`config.mk`:
```
export PLATFORM = sky130hd
export DESIGN_NAME = bounded_deque_engine
export DESIGN_NICKNAME = d
export VERILOG_FILES = /design/src/hdl/bde_pkg.sv /design/src/hdl/bounded_deque_engine.sv /design/src/hdl/bde_store.sv /design/src/hdl/bde_slot_unit.sv
export VERILOG_INCLUDE_DIRS = /design/src /design/src/hdl
export SDC_FILE = /design/constraint.sdc
export NUM_CORES = 1
export LEC_CHECK = 0
export ABC_AREA = 1
export BUFFER_PORTS_ARGS = -buffer_cell sky130_fd_sc_hd__buf_2
export CORE_MARGIN = 10
export CORE_UTILIZATION = 38
export CTS_CLUSTER_SIZE = 24
export DETAILED_ROUTE_END_ITERATION = 12
export GPL_TIMING_DRIVEN = 0
export PLACE_DENSITY_LB_ADDON = 0.08
export SETUP_SLACK_MARGIN = 0.15
export SKIP_CTS_REPAIR_TIMING = 1
export SYNTH_ARGS = -nofsm -noshare
export SYNTH_HDL_FRONTEND = slang
export SYNTH_HIERARCHICAL = 1
export SYNTH_SLANG_ARGS = --single-unit
```
`constraint.sdc`:
```
create_clock -name clk_i -period 5.7 [get_ports clk_i]
set_clock_uncertainty 0.05 [all_clocks]
set_input_delay 0.855 -clock clk_i [delete_from_list [all_inputs] [get_ports clk_i]]
set_output_delay 0.855 -clock clk_i [all_outputs]
set_load 0.02 [all_outputs]
```
`src/hdl/bounded_deque_engine_defines.svh`:
```
// assertion macros shared by the deque engine rtl
`ifndef BOUNDED_DEQUE_ENGINE_DEFINES_SVH
`define BOUNDED_DEQUE_ENGINE_DEFINES_SVH

// clocked property, held off while reset is asserted
`define BDE_ASSERT(label, prop, msg) \
  label: assert property (@(posedge clk_i) disable iff (!rst_ni) prop) else $error(msg);

// condition that must never be seen at a clock edge
`define BDE_ASSERT_NEVER(label, cond, msg) \
  `BDE_ASSERT(label, !(cond), msg)

`endif

```
`src/hdl/bde_pkg.sv`:
```
// shared constants and types for the deque engine
`default_nettype none

package bde_pkg;

  localparam int CAPACITY = 32;
  localparam int IDX_W    = (CAPACITY > 1) ? $clog2(CAPACITY) : 1;
  localparam int CNT_W    = $clog2(CAPACITY + 1);
  localparam int DATA_W   = 32;
  localparam int REQ_W    = 3;
  localparam int STAT_W   = 2;

  typedef enum logic [REQ_W-1:0] {
    REQ_PUSH_FRONT = 3'd0,
    REQ_PUSH_BACK  = 3'd1,
    REQ_POP_FRONT  = 3'd2,
    REQ_POP_BACK   = 3'd3,
    REQ_WALK_FWD   = 3'd4,
    REQ_WALK_BWD   = 3'd5
  } req_e;

  typedef enum logic [STAT_W-1:0] {
    ST_OK        = 2'd0,
    ST_OVERFLOW  = 2'd1,
    ST_UNDERFLOW = 2'd2
  } status_e;

  // one access to the element store
  typedef struct packed {
    logic              we;
    logic [IDX_W-1:0]  waddr;
    logic [DATA_W-1:0] wdata;
    logic              re;
    logic [IDX_W-1:0]  raddr;
  } store_req_t;

endpackage

`default_nettype wire

```
`src/hdl/bounded_deque_engine.sv`:
```
// Bounded double-ended queue of signed words held in a ring store.
// Request channel: req_type_i and item_value_i under in_valid_i / in_ready_o.
// Result channel: status_o, out_value_o and last_of_run_o under
// out_valid_o / out_ready_i; last_of_run_o marks the final result of a request.
// One request is in hand at a time; in_ready_o is high only when idle.
// A small sequencer drives one shared ring address unit and a store with one write
// port and one registered read port. Steps from acceptance to a valid result:
//   overflow or underflow: straight to the result
//   push: address, write
//   pop: address and read, capture
//   walk: address and read, capture for each element, each further element
//   started only once the previous result has been taken.
// Request codes 6 and 7 are dropped with no result.
// After reset the queue is empty; the store contents are not cleared and
// need no clearing pass since only written slots are ever read.
// A stalled receiver holds the result register and the sequencer waits.
`default_nettype none

`include "bounded_deque_engine_defines.svh"

module bounded_deque_engine (
  input  wire logic                               clk_i,
  input  wire logic                               rst_ni,
  input  wire logic                               in_valid_i,
  output logic                                    in_ready_o,
  input  wire logic        [bde_pkg::REQ_W-1:0]   req_type_i,
  input  wire logic signed [bde_pkg::DATA_W-1:0]  item_value_i,
  output logic                                    out_valid_o,
  input  wire logic                               out_ready_i,
  output logic             [bde_pkg::STAT_W-1:0]  status_o,
  output logic signed      [bde_pkg::DATA_W-1:0]  out_value_o,
  output logic                                    last_of_run_o
);

  typedef enum logic [1:0] {
    S_IDLE,
    S_CALC,
    S_READ,
    S_OUT
  } state_e;

  localparam logic [bde_pkg::CNT_W-1:0] CapCnt  = bde_pkg::CNT_W'(bde_pkg::CAPACITY);
  localparam logic [bde_pkg::IDX_W-1:0] LastOff = bde_pkg::IDX_W'(bde_pkg::CAPACITY - 1);
  localparam logic [bde_pkg::IDX_W-1:0] OneOff  = bde_pkg::IDX_W'(1);

  state_e                        state_q;
  logic [bde_pkg::REQ_W-1:0]     req_q;
  logic [bde_pkg::DATA_W-1:0]    val_q;
  logic [bde_pkg::IDX_W-1:0]     front_q;
  logic [bde_pkg::CNT_W-1:0]     count_q;
  logic [bde_pkg::CNT_W-1:0]     k_q;
  bde_pkg::status_e              status_q;
  logic [bde_pkg::DATA_W-1:0]    out_value_q;
  logic                          last_q;

  logic [bde_pkg::CNT_W-1:0]     cnt_m1;
  logic [bde_pkg::CNT_W-1:0]     back_off;
  logic [bde_pkg::CNT_W-1:0]     k_p1;
  logic [bde_pkg::IDX_W-1:0]     offset;
  logic [bde_pkg::IDX_W-1:0]     slot;
  logic [bde_pkg::DATA_W-1:0]    rdata;
  bde_pkg::store_req_t           store_req;
  logic                          is_push;
  logic                          is_pop;
  logic                          full;
  logic                          empty;

  assign cnt_m1   = count_q - bde_pkg::CNT_W'(1);
  assign back_off = cnt_m1 - k_q;
  assign k_p1     = k_q + bde_pkg::CNT_W'(1);
  assign full     = (count_q == CapCnt);
  assign empty    = (count_q == '0);
  assign is_push  = (req_q == bde_pkg::REQ_PUSH_FRONT) || (req_q == bde_pkg::REQ_PUSH_BACK);
  assign is_pop   = (req_q == bde_pkg::REQ_POP_FRONT) || (req_q == bde_pkg::REQ_POP_BACK);

  // offset fed to the shared address unit
  always_comb begin
    offset = '0;
    if (state_q == S_CALC) begin
      case (req_q)
        bde_pkg::REQ_PUSH_FRONT: offset = LastOff;
        bde_pkg::REQ_PUSH_BACK:  offset = count_q[bde_pkg::IDX_W-1:0];
        bde_pkg::REQ_POP_FRONT:  offset = '0;
        bde_pkg::REQ_POP_BACK:   offset = cnt_m1[bde_pkg::IDX_W-1:0];
        bde_pkg::REQ_WALK_FWD:   offset = k_q[bde_pkg::IDX_W-1:0];
        bde_pkg::REQ_WALK_BWD:   offset = back_off[bde_pkg::IDX_W-1:0];
        default:                 offset = '0;
      endcase
    end else if (state_q == S_READ) begin
      // new front after a front pop
      offset = OneOff;
    end
  end

  bde_slot_unit u_slot (
    .base_i   (front_q),
    .offset_i (offset),
    .slot_o   (slot)
  );

  always_comb begin
    store_req.we    = (state_q == S_CALC) && is_push;
    store_req.waddr = slot;
    store_req.wdata = val_q;
    store_req.re    = (state_q == S_CALC) && !is_push;
    store_req.raddr = slot;
  end

  bde_store u_store (
    .clk_i   (clk_i),
    .req_i   (store_req),
    .rdata_o (rdata)
  );

  always_ff @(posedge clk_i or negedge rst_ni) begin
    if (!rst_ni) begin
      state_q     <= S_IDLE;
      req_q       <= '0;
      front_q     <= '0;
      count_q     <= '0;
      k_q         <= '0;
      status_q    <= bde_pkg::ST_OK;
      last_q      <= 1'b0;
      val_q       <= '0;
      out_value_q <= '0;
    end else begin
      case (state_q)
        S_IDLE: begin
          if (in_valid_i) begin
            req_q       <= req_type_i;
            val_q       <= item_value_i;
            k_q         <= '0;
            out_value_q <= '0;
            last_q      <= 1'b1;
            case (req_type_i)
              bde_pkg::REQ_PUSH_FRONT, bde_pkg::REQ_PUSH_BACK: begin
                if (full) begin
                  status_q <= bde_pkg::ST_OVERFLOW;
                  state_q  <= S_OUT;
                end else begin
                  status_q <= bde_pkg::ST_OK;
                  state_q  <= S_CALC;
                end
              end
              bde_pkg::REQ_POP_FRONT, bde_pkg::REQ_POP_BACK,
              bde_pkg::REQ_WALK_FWD, bde_pkg::REQ_WALK_BWD: begin
                if (empty) begin
                  status_q <= bde_pkg::ST_UNDERFLOW;
                  state_q  <= S_OUT;
                end else begin
                  status_q <= bde_pkg::ST_OK;
                  state_q  <= S_CALC;
                end
              end
              default: begin
                state_q <= S_IDLE;
              end
            endcase
          end
        end
        S_CALC: begin
          if (is_push) begin
            if (req_q == bde_pkg::REQ_PUSH_FRONT) begin
              front_q <= slot;
            end
            count_q <= count_q + bde_pkg::CNT_W'(1);
            state_q <= S_OUT;
          end else begin
            state_q <= S_READ;
          end
        end
        S_READ: begin
          out_value_q <= rdata;
          if (is_pop) begin
            if (req_q == bde_pkg::REQ_POP_FRONT) begin
              front_q <= slot;
            end
            count_q <= cnt_m1;
            last_q  <= 1'b1;
          end else begin
            last_q  <= (k_p1 == count_q);
          end
          state_q <= S_OUT;
        end
        S_OUT: begin
          if (out_ready_i) begin
            if (last_q) begin
              state_q <= S_IDLE;
            end else begin
              k_q     <= k_p1;
              state_q <= S_CALC;
            end
          end
        end
        default: begin
          state_q <= S_IDLE;
        end
      endcase
    end
  end

  assign in_ready_o    = (state_q == S_IDLE);
  assign out_valid_o   = (state_q == S_OUT);
  assign status_o      = status_q;
  assign out_value_o   = out_value_q;
  assign last_of_run_o = last_q;

  `BDE_ASSERT_NEVER(a_count_bound, count_q > CapCnt, "element count above capacity")
  `BDE_ASSERT_NEVER(a_one_in_hand, in_ready_o && out_valid_o, "accepting while a result waits")
  `BDE_ASSERT(a_err_zero, (out_valid_o && (status_o != bde_pkg::ST_OK)) |-> (out_value_o == '0), "error result carries a value")
  `BDE_ASSERT(a_push_count, (state_q == S_CALC && is_push) |=> (count_q == $past(count_q) + bde_pkg::CNT_W'(1)), "push did not grow the queue")
  `BDE_ASSERT(a_walk_in_range, (state_q == S_CALC && !is_push && !is_pop) |-> (k_q < count_q), "walk index past the live run")

endmodule

`default_nettype wire

```
`src/hdl/bde_store.sv`:
```
// ring store of elements, one write and one registered read per cycle
`default_nettype none

module bde_store (
  input  wire logic                      clk_i,
  input  wire bde_pkg::store_req_t       req_i,
  output logic [bde_pkg::DATA_W-1:0]     rdata_o
);

  logic [bde_pkg::DATA_W-1:0] mem_q [bde_pkg::CAPACITY];
  logic [bde_pkg::DATA_W-1:0] rdata_q;

  always_ff @(posedge clk_i) begin
    if (req_i.we) begin
      mem_q[req_i.waddr] <= req_i.wdata;
    end
  end

  always_ff @(posedge clk_i) begin
    if (req_i.re) begin
      rdata_q <= mem_q[req_i.raddr];
    end
  end

  assign rdata_o = rdata_q;

endmodule

`default_nettype wire

```
`src/hdl/bde_slot_unit.sv`:
```
// shared ring address unit: (base + offset) mod capacity
`default_nettype none

module bde_slot_unit (
  input  wire logic [bde_pkg::IDX_W-1:0] base_i,
  input  wire logic [bde_pkg::IDX_W-1:0] offset_i,
  output logic      [bde_pkg::IDX_W-1:0] slot_o
);

  localparam logic [bde_pkg::IDX_W:0] CapExt = (bde_pkg::IDX_W + 1)'(bde_pkg::CAPACITY);

  logic [bde_pkg::IDX_W:0] sum;
  logic [bde_pkg::IDX_W:0] wrapped;

  // both operands stay below capacity, so one subtract is enough
  assign sum     = {1'b0, base_i} + {1'b0, offset_i};
  assign wrapped = sum - CapExt;
  assign slot_o  = (sum >= CapExt) ? wrapped[bde_pkg::IDX_W-1:0] : sum[bde_pkg::IDX_W-1:0];

endmodule

`default_nettype wire

```
Word level (Yosys, flattened, before mapping) --
Memories as Yosys holds them, arrays and structs flattened. A register that Yosys moved wholly into a read port is not among the register bits. Cells that the tools add are included.
Word-level totals: bits in registers 89, bits in writable memories 1024, input bits 39, output and inout port bits 37, word-level logic and storage cells 95, memories 1
Memories:
- u_store.mem_q | words 32, width 32, read ports 1, clocked after Yosys merged registers in 1, write ports 1, RTL line bde_store.sv:10 | logic [bde_pkg::DATA_W-1:0] mem_q [bde_pkg::CAPACITY];
Operators by class: add/sub/neg operators 6, magnitude comparators 1, equal/unequal tests 22, mux-type cells 34, reduce and logical (&&, ||, !) cells 22
Operators with widths (count):
- $pmux 32 s2 | 1
- $mux 32 | 1
- $mux 5 | 6
- $mux 6 | 5
- $pmux 5 s5 | 1
- $pmux 6 s2 | 2
- $add 6x1->6 const B | 2
- $eq 3x2->1 const B | 4
- $eq 3x3->1 const B | 4
- $mux 2 | 5
- $pmux 5 s2 | 1
- $mux 1 | 8
- $ne 2x2->1 const B | 4
- $pmux 2 s2 | 2
- $pmux 2 s4 | 1
- $reduce_bool 2->1 | 4
- $add 5x5->6 | 1
- $eq 3x1->1 const B | 2
- $eq 6x6->1 | 1
- $eq 6x6->1 const B | 1
- $ge 6x6->1 const B | 1
- $logic_not 3->1 | 2
- $logic_not 6->1 | 1
- $ne 2x1->1 const B | 3
- 16 further kinds | 22

Logic depth before layout (Yosys ltp) --
Gate-level depths: netlist (run 1).
word-level depth 10, depth in mapped cells 23, depth with buffers taken out 20

Hierarchy --
The synthesis (run 1) kept the hierarchy.
Modules (own cells, without submodules):
- bde_store | times used 1, cells an instance 3536, area an instance 42726.0 um^2, seq. area each 31710.4 um^2
- bounded_deque_engine | times used 1, cells an instance 531, area an instance 4334.2 um^2, seq. area each 2227.1 um^2
- bde_slot_unit | times used 1, cells an instance 33, area an instance 190.2 um^2, seq. area each 0.0 um^2

Worst setup path before layout (run 1) --
Ideal clock, no wire load.
path type register -> register, from register count_q[0] in the netlist's numbering, to memory u_store/mem_q[29][0] in the netlist's numbering (enable), library setup time 0.421 ns, arrival 4.200 ns, required time 5.229 ns, setup slack 1.029 ns, cell stages (with the launch flop) 14, path buffers 0, period minus slack after synthesis 4.671 ns, cells stage by stage dfrtp_1 -> inv_1 -> ha_1 -> inv_1 -> fa_1 -> nand2_1 -> o21ai_0 -> a21oi_1 -> a21oi_1 -> inv_1 -> fa_1 -> xnor2_1 -> nand3_1 -> nor2_1
Between the ends: longest elaborated chain between the ends 7, elaborated cells between the ends (all ways) 8, those cells by class 4 x add/sub; 1 x order compare; 3 x mux
Ends and longest elaborated chain:
- start, declared | RTL line bounded_deque_engine.sv:50 | logic [bde_pkg::CNT_W-1:0] count_q;
- start signal, assigned | RTL line bounded_deque_engine.sv:166 | count_q <= count_q + bde_pkg::CNT_W'(1);
- start signal, assigned | RTL line bounded_deque_engine.sv:178 | count_q <= cnt_m1;
- $sub 6x1->6 * | RTL line bounded_deque_engine.sv:68 | assign cnt_m1 = count_q - bde_pkg::CNT_W'(1);
- $sub 5x5->5 | RTL line bounded_deque_engine.sv:69 | assign back_off = cnt_m1 - k_q;
- $pmux 5 s5 * | RTL line bounded_deque_engine.sv:80 | case (req_q)
- $mux 5 * | RTL line bounded_deque_engine.sv:79 | if (state_q == S_CALC) begin
- via offset, one bit | RTL line bounded_deque_engine.sv:59 | logic [bde_pkg::IDX_W-1:0] offset;
- $add 5x5->6 * | RTL line bde_slot_unit.sv:16 | assign sum = {1'b0, base_i} + {1'b0, offset_i};
- $sub 5x1->5 or $ge 6x6->1 (tied branches) | RTL line bde_slot_unit.sv:17, bde_slot_unit.sv:18
- $mux 5 * | RTL line bde_slot_unit.sv:18 | assign slot_o = (sum >= CapExt) ? wrapped[bde_pkg::IDX_W-1:0] : sum[bde_pkg::IDX_W-1:0];
- via slot, one bit | RTL line bounded_deque_engine.sv:60 | logic [bde_pkg::IDX_W-1:0] slot;
- end, declared | RTL line bde_store.sv:10
Mark *: on every way through the listed nets, which the timed path passes. The rest lies on a longest branch.

Worst setup path after layout (run 1) --
from register count_q[0] in the netlist's numbering, to memory u_store/mem_q[27][15] in the netlist's numbering (enable)
Same word-level chain as after synthesis.

==> results of run 1 <==
## placed cells by master (no fill, tap or decap), types with 2 or more instances in the layout
master	count
buf_16	13
buf_6	66
clkbuf_16	135
clkinv_1	26
buf_8	4
o21ai_0	18
a21oi_1	13
buf_2	158
diode_2	3
nor2_1	24
buf_1	20
a22oi_1	3
clkinv_2	13
clkinv_8	4
clkbuf_8	5
xor2_1	7
bufinv_16	3
clkbuf_4	2
dfrtp_2	30
inv_6	5
ha_1	18
edfxtp_1	1056
dfrtp_1	59
nor2_4	33
nand4_1	3
o22ai_1	7
or2_1	3
buf_4	26
inv_1	51
fa_1	2
clkbuf_1	74
buf_12	39
o21ai_1	7
nand2_1	1660
inv_2	7
clkbuf_2	3
nand3_1	840
## state kept, by name (all words and copies together), names as in the netlist
register	flops
out_value_o	32
req_q	3
count_q	6
status_o	2
u_store/rdata_o	32
val_q	32
u_store/mem_q	1024
front_q	5
last_of_run_o	1
state_q	2
k_q	6
## layout make-up
class	count	share of cell area
timing repair buffer	128	0.02779
clock inverter	52	0.007060
clock buffer	178	0.06513
buffer	239	0.02969
antenna	3	0.0001362
sequential	1145	0.6165
inverter	61	0.004313
tap	1637	0.03716
multi-input combinational	2655	0.2123
## critical path, cell delays in order, from the launching register on
cell,delay (ns)
dfrtp_1,0.50
inv_1,0.15
ha_1,0.35
inv_1,0.10
fa_1,0.49
nand2_1,0.05
o21ai_0,0.07
a21oi_1,0.07
a21oi_1,0.27
inv_1,0.11
fa_1,0.45
inv_1,0.33
nand3_1,0.74
nor2_4,1.04
buf_12,0.27
## kinds of logic (layout without fill, tap and decap cells)
family,after synthesis,after routing
other,0,3
buffers and inverters,300,658
AO/OA/AOI/OAI,57,57
XOR/XNOR,9,9
AND/OR/NAND/NOR,2568,2568
adder cells (fa/ha/maj),20,20
flip-flops,1145,1145
multiplexers,1,1
## stage by stage
step | hold slack, ns | setup slack [ns] | cells | TNS (ns)
6_report | 0.06891 | 0.2891 | 6098 | 0
4_1_cts | 0.04874 | -0.01501 | 6094 | -0.01920
3_5_place_dp | 0.4037 | 0.02311 | 5864 | 0
2_1_floorplan | 0.4057 | 1.029 | 4100 | 0
3_3_place_gp | 0.4020 | -2.000 | 5812 | -1530.11
5_1_grt | 0.09442 | 0.1600 | 6095 | 0
## worst max path at each step
stage	from	end	slack, ns	depth (start not counted)
3_5_place_dp	count_q[0]	u_store/rdata_o[22]	0.02	19
2_1_floorplan	count_q[0]	u_store/mem_q[29][0]	1.03	13
5_1_grt	count_q[0]	u_store/mem_q[27][15]	0.16	14
3_3_place_gp	count_q[0]	u_store/mem_q[20][11]	-2.00	13
4_1_cts	count_q[0]	u_store/rdata_o[22]	-0.02	19
6_report	count_q[0]	u_store/mem_q[27][15]	0.29	14
## layer usage
metal / up-vias / global-route usage
met5: - / 0
met4: 0 / 0.07708
met3: 221 / 0.04386
met2: 1253 / 0.3665
met1: 16180 / 0.3241
li1: 14740 / -
==> impl_metrics.csv, run 1 <==
group,metric,value,unit
yosys,post_synth_inst_count,4100,
yosys,post_synth_most_frequent_cells,"nand2_1, edfxtp_1, nand3_1",
worst_setup_path,crit_path_max_fo,18,
yosys,yosysWarningCount,6,
clocking,clock_network_latency_to_the_later_pin_of_the_worst_skew_pair,0.76,ns
cells_and_area,fill_cell_instance_count_of_the_final_layout,11700,
flow_run,timing.max_cap.violations,0,
clocking,clock_sink_count,1145,
clocking,htree_levels,4,
drt,route.final.wire_length,166400,µm
clocking,ctsLongestPathBuffers,3,
yosys,post_synth_arst_share,0.07773,
die,ios,76,
worst_setup_path,regToRegSetupSlack,0.29,ns
die,rows,129,
yosys,post_synth_main_area_contributors,"edfxtp_1, nand2_1, nand3_1",
drt,via_count,32390,
worst_setup_path,rr_startpoint,"count_q[0]",
placed_design,numPortBuffers,75,
drt,drt_first_pass_iters,5,
yosys,syn-cell-area,47250,µm²
yosys,synth_compound_area_frac,0.007732,
clocking,cts_root_buffer,"clkbuf_16",
clocking,cts_tree,"done",
drt,route.antenna.remaining_nets,0,
timing,grt_setup_unrepaired,"no",
yosys,post_synthesis_share_of_cell_area_spent_on_and_or_nand_and_nor_gates,0.2270,
yosys,post-synth-top-area-cell,"edfxtp_1",
yosys,synth.distinct_cells,44,
global_routing,grt_pass1_vias,31030,
timing,finalHoldViolCount,0,
worst_setup_path,critPathKind,"flip-flop to flip-flop",
drt,drc,0,
timing,timing.final.crit_period,5.411,ns
yosys,synth_adder_area_share,0.005614,
worst_setup_path,r2r_end,"u_store/mem_q[27][15]",
yosys,synth_top_area_frac,0.6711,
global_routing,grt_util_all_layers,0.2334,
yosys,synth_enable_flop_cells,1056,
worst_setup_path,worstPathRequired,6.09,ns
drt,drtIter0Drc,3339,
timing,tightest_slew,1.194,ns
placed_design,placed_cell_areas,51080,µm²
die,design.core.area,123600,µm²
clocking,path_clk_slew,0.06,ns
yosys,number_of_synthesized_register_bits,1145,
drt,routed_via_density,5.312,
clocking,cts_buffers,130,
yosys,postSynth.topFlopCell,"edfxtp_1",
timing,max_freq,0.1848,GHz
worst_setup_path,worstPathArrival,5.80,ns
yosys,synth-seq-area-share,0.7183,
timing,report.final.setup_viol,0,
placed_design,detailedPlacementHpwl,113000,µm
yosys,yosys-mux-area-fraction,0.0002118,
cells_and_area,synthesis_to_layout_area_growth,16.64,%
timing,finalCritPeriodShare,0.9493,
global_routing,grt_antenna_before_repair,11,
drt,route.layer.met1.wl,72470,µm
die,fp.dieW,372.6,µm
timing,pins_over_slew_limit,0,
min_path,worstHoldPathType,"input port to asynchronous set/reset pin",
timing,slew-limit-headroom,0.2042,
yosys,post_synth_xor_area_fraction,0.001668,
worst_setup_path,r2r_cells,14,
yosys,post_synth.cell_area_avg,11.52,µm²
drt,wl_met3,12620,µm
drt,maxUsedRoutingLayer,"met4",
cells_and_area,multi_input_area,11700,µm²
drt,route.met2.wl,76310,µm
global_routing,grt_first_pass_wirelength,233700,µm
global_routing,globalRoute.totalOverflow,0,
yosys,mappedNetlistNets,4159,
cells_and_area,seqCellArea,33980,µm²
status,status,"complete, no violations",
cells_and_area,final_design_area_excluding_fillers,55110,µm²
yosys,synth_top_family_by_area,"simple AND/OR/NAND/NOR gates",
worst_setup_path,worst_setup_path_start_kind,"flip-flop",
die,die_area,138800,µm²
die,die_h,372.6,µm
cells_and_area,drive_gt1_frac,0.1252,
die,starting_density_of_the_core,0.3822,
drt,route.detailed.wl_per_inst,27.29,µm
worst_setup_path,worst_setup_path_end_kind,"flip-flop",
global_routing,grt_max_degree,47,
cells_and_area,num-nets-final,4419,
placed_design,globalplace.congestion,0.8767,
cells_and_area,layout_utilization,0.4458,
yosys,synthMostInstantiatedCell,"nand2_1",
Power of run 1 is not shown: default switching activity piles up to over one toggle a cycle in this logic, so the estimate is an artifact.
==> inputs of run 2 (changes only) <==
--- a/config.mk
+++ b/config.mk
@@ -8,9 +8,11 @@
 export LEC_CHECK = 0
 export ABC_AREA = 1
 export BUFFER_PORTS_ARGS = -buffer_cell sky130_fd_sc_hd__buf_2
+export CELL_PAD_IN_SITES_DETAIL_PLACEMENT = 1
+export CELL_PAD_IN_SITES_GLOBAL_PLACEMENT = 2
 export CORE_MARGIN = 10
 export CORE_UTILIZATION = 38
-export CTS_CLUSTER_SIZE = 24
+export CTS_CLUSTER_SIZE = 16
 export DETAILED_ROUTE_END_ITERATION = 12
 export GPL_TIMING_DRIVEN = 0
 export PLACE_DENSITY_LB_ADDON = 0.08
==> run 2 against run 1 <==
Effect of this change:
- register-to-register slack better by 0.14 ns
- cell count is 0.20% lower
- design area is 0.47% lower
- worst setup slack better by 0.14 ns
- largest cell class unchanged
- highest routed layer unchanged
==> impl_metrics.csv, run 2 (synthesis results as in run 1) <==
group,metric,value,unit
global_routing,grt.busiest_layer,"met2",
timing,pins_over_slew_limit,0,
die,rows,129,
timing,max_freq,0.1898,GHz
placed_design,detailedPlacementHpwl,115900,µm
worst_setup_path,timing.critical_path.max_delay_family,"buffers and inverters",
drt,via_count,32680,
global_routing,grt_use_met3,0.03556,
cells_and_area,synthesis_to_layout_area_growth,16.09,%
worst_setup_path,worst_setup_path_start_kind,"flip-flop",
worst_setup_path,cp-endpoint,"u_store/rdata_o[12]",
drt,drt_first_pass_iters,7,
drt,route.detailed.wl_per_inst,28.19,µm
worst_setup_path,crit_chain,"inv_1 -> ha_1 -> inv_1 -> fa_1 -> nand2_1 -> o21ai_0 -> a21oi_1 -> a21oi_1 -> inv_1 -> fa_1 -> inv_1 -> buf_2 -> inv_2 -> buf_2 -> buf_2 -> nand3_1 -> nand3_1 -> nand2_1 -> nand2_1 -> nand2_1 -> nand2_1 -> nand2_1",
timing,slew-limit-headroom,0.06372,
global_routing,grt_first_pass_wirelength,241400,µm
die,die_area,138800,µm²
cells_and_area,largest_reg_flops,1024,
global_routing,grt_pass1_vias,32560,
clocking,path_clk_slew,0.06,ns
die,die_h,372.6,µm
die,design.core.area,123600,µm²
worst_setup_path,worst_setup_path_end_kind,"flip-flop",
clocking,htree_levels,4,
timing,finalHoldViolCount,0,
min_path,worstHoldPathType,"input port to flip-flop",
clocking,clock_network_latency_to_the_later_pin_of_the_worst_skew_pair,0.76,ns
worst_setup_path,critical_path_depth,22,
die,starting_density_of_the_core,0.3822,
drt,drc,0,
global_routing,grtUsageMet2,0.3856,
cells_and_area,layout.cells.most_common,"nand2_1",
die,fp.dieW,372.6,µm
cells_and_area,layout_utilization,0.4437,
die,ios,76,
timing,report.final.setup_viol,0,
global_routing,grt_util_all_layers,0.2408,
global_routing,globalRoute.totalOverflow,0,
global_routing,grt_max_degree,75,
status,status,"complete, no violations",
timing,grt_setup_unrepaired,"no",
cells_and_area,num-nets-final,4407,
global_routing,groute.layer.met1.usage,0.3425,
worst_setup_path,critPathKind,"flip-flop to flip-flop",
drt,route.final.wire_length,171600,µm
timing,finalCritPeriodShare,0.9245,
drt,routed_via_density,5.370,
drt,drtIter0Drc,2712,
worst_setup_path,critical_path.max_stage_delay,0.59,ns
drt,route.antenna.remaining_nets,0,
placed_design,numPortBuffers,75,
worst_setup_path,worstPathRequired,6.12,ns
worst_setup_path,cpMostUsedCell,"nand2_1",
worst_setup_path,cp-startpoint,"count_q[0]",
worst_setup_path,rr_startpoint,"count_q[0]",
timing,timing.hold.ws,0.2345,ns
worst_setup_path,r2r_end,"u_store/rdata_o[12]",
placed_design,globalplace.congestion,0.7867,
worst_setup_path,r2r_cells,22,
clocking,cts_root_buffer,"clkbuf_16",
clocking,ctsLongestPathBuffers,3,
flow_run,timing.max_cap.violations,0,
worst_setup_path,crit_path_max_fo,10,
cells_and_area,layout.cells.most_common_list,"nand2_1, edfxtp_1, nand3_1",
worst_setup_path,worstPathArrival,5.69,ns
timing,timing.final.crit_period,5.270,ns
clocking,clock_sink_count,1145,
cells_and_area,top_reg_by_flops,"u_store/mem_q",
timing,tightest_slew,1.404,ns
global_routing,grt_antenna_before_repair,13,
worst_setup_path,cp_slowest_cell,"buf_2",
clocking,cts_buffers,133,
clocking,cts_tree,"done",
worst_setup_path,regToRegSetupSlack,0.43,ns
cells_and_area,drive_gt1_frac,0.1228,
worst_setup_path,critical_path.n_buffers_inverters,8,
[run 2: cell types whose count changed in the layout (fill, tap and decap cells not counted), moves of 6 or more]
| cell | delta |
|---|---|
| buf_16 | -6 |
| buf_12 | -9 |
| clkinv_2 | +7 |
| dfrtp_1 | +10 |
| dfrtp_2 | -10 |
| clkinv_1 | -7 |
[run 2: routing by layer]
metal / wire length (µm) / vias to the layer above
met2: 79800 / 846
met3: 9076 / 177
li1: - / 14690
met4: 3502 / 0
met5: 0 / -
met1: 79210 / 16970
[run 2: how the worst min path moves through the flow]
| stage | slack [ns] | to | startpoint | cells past startpoint |
|---|---|---|---|---|
| 2_1_floorplan | 0.41 | out_value_o[0] | u_store/rdata_o[0] | 2 |
| 3_3_place_gp | 0.40 | out_value_o[24] | out_value_o[24] | 2 |
| 3_5_place_dp | 0.41 | out_value_o[7] | out_value_o[7] | 2 |
| 4_1_cts | -0.14 | out_value_o[27] | rst_ni | 1 |
| 5_1_grt | 0.21 | val_q[24] | item_value_i[24] | 3 |
| 6_report | 0.23 | val_q[25] | item_value_i[25] | 3 |
[run 2: worst reg2reg max path, stage by stage, from the launching register on]
cell and delay [ns]:
dfrtp_1 0.47, inv_1 0.14, ha_1 0.34, inv_1 0.09
fa_1 0.48, nand2_1 0.05, o21ai_0 0.07, a21oi_1 0.06
a21oi_1 0.23, inv_1 0.09, fa_1 0.51, inv_1 0.10
buf_2 0.21, inv_2 0.10, buf_2 0.59, buf_2 0.40
nand3_1 0.11, nand3_1 0.16, nand2_1 0.12, nand2_1 0.08
nand2_1 0.19, nand2_1 0.16, nand2_1 0.15
[run 2: per-stage QoR]
step	worst slack (ns)	instance area, µm²	TNS [ns]	std cells
2_1_floorplan	1.029	47250	0	4100
3_3_place_gp	-1.939	49670	-1447.17	5812
3_5_place_dp	0.1563	50730	0	5849
4_1_cts	0.1235	54810	0	6084
5_1_grt	0.1544	54850	0	6085
6_report	0.4302	54860	0	6086
[run 2: cell type report]
class / count / area [µm²]
Fill cell: 13250 / 68780
Sequential cell: 1145 / 33960
Multi-Input combinational cell: 2655 / 11700
Clock buffer: 188 / 3720
Tap cell: 1637 / 2048
Buffer: 239 / 1645
Timing Repair Buffer: 113 / 1185
Clock inverter: 47 / 355.3
Inverter: 61 / 237.7
Antenna cell: 1 / 2.502
Power of run 2 is left out for the same reason.
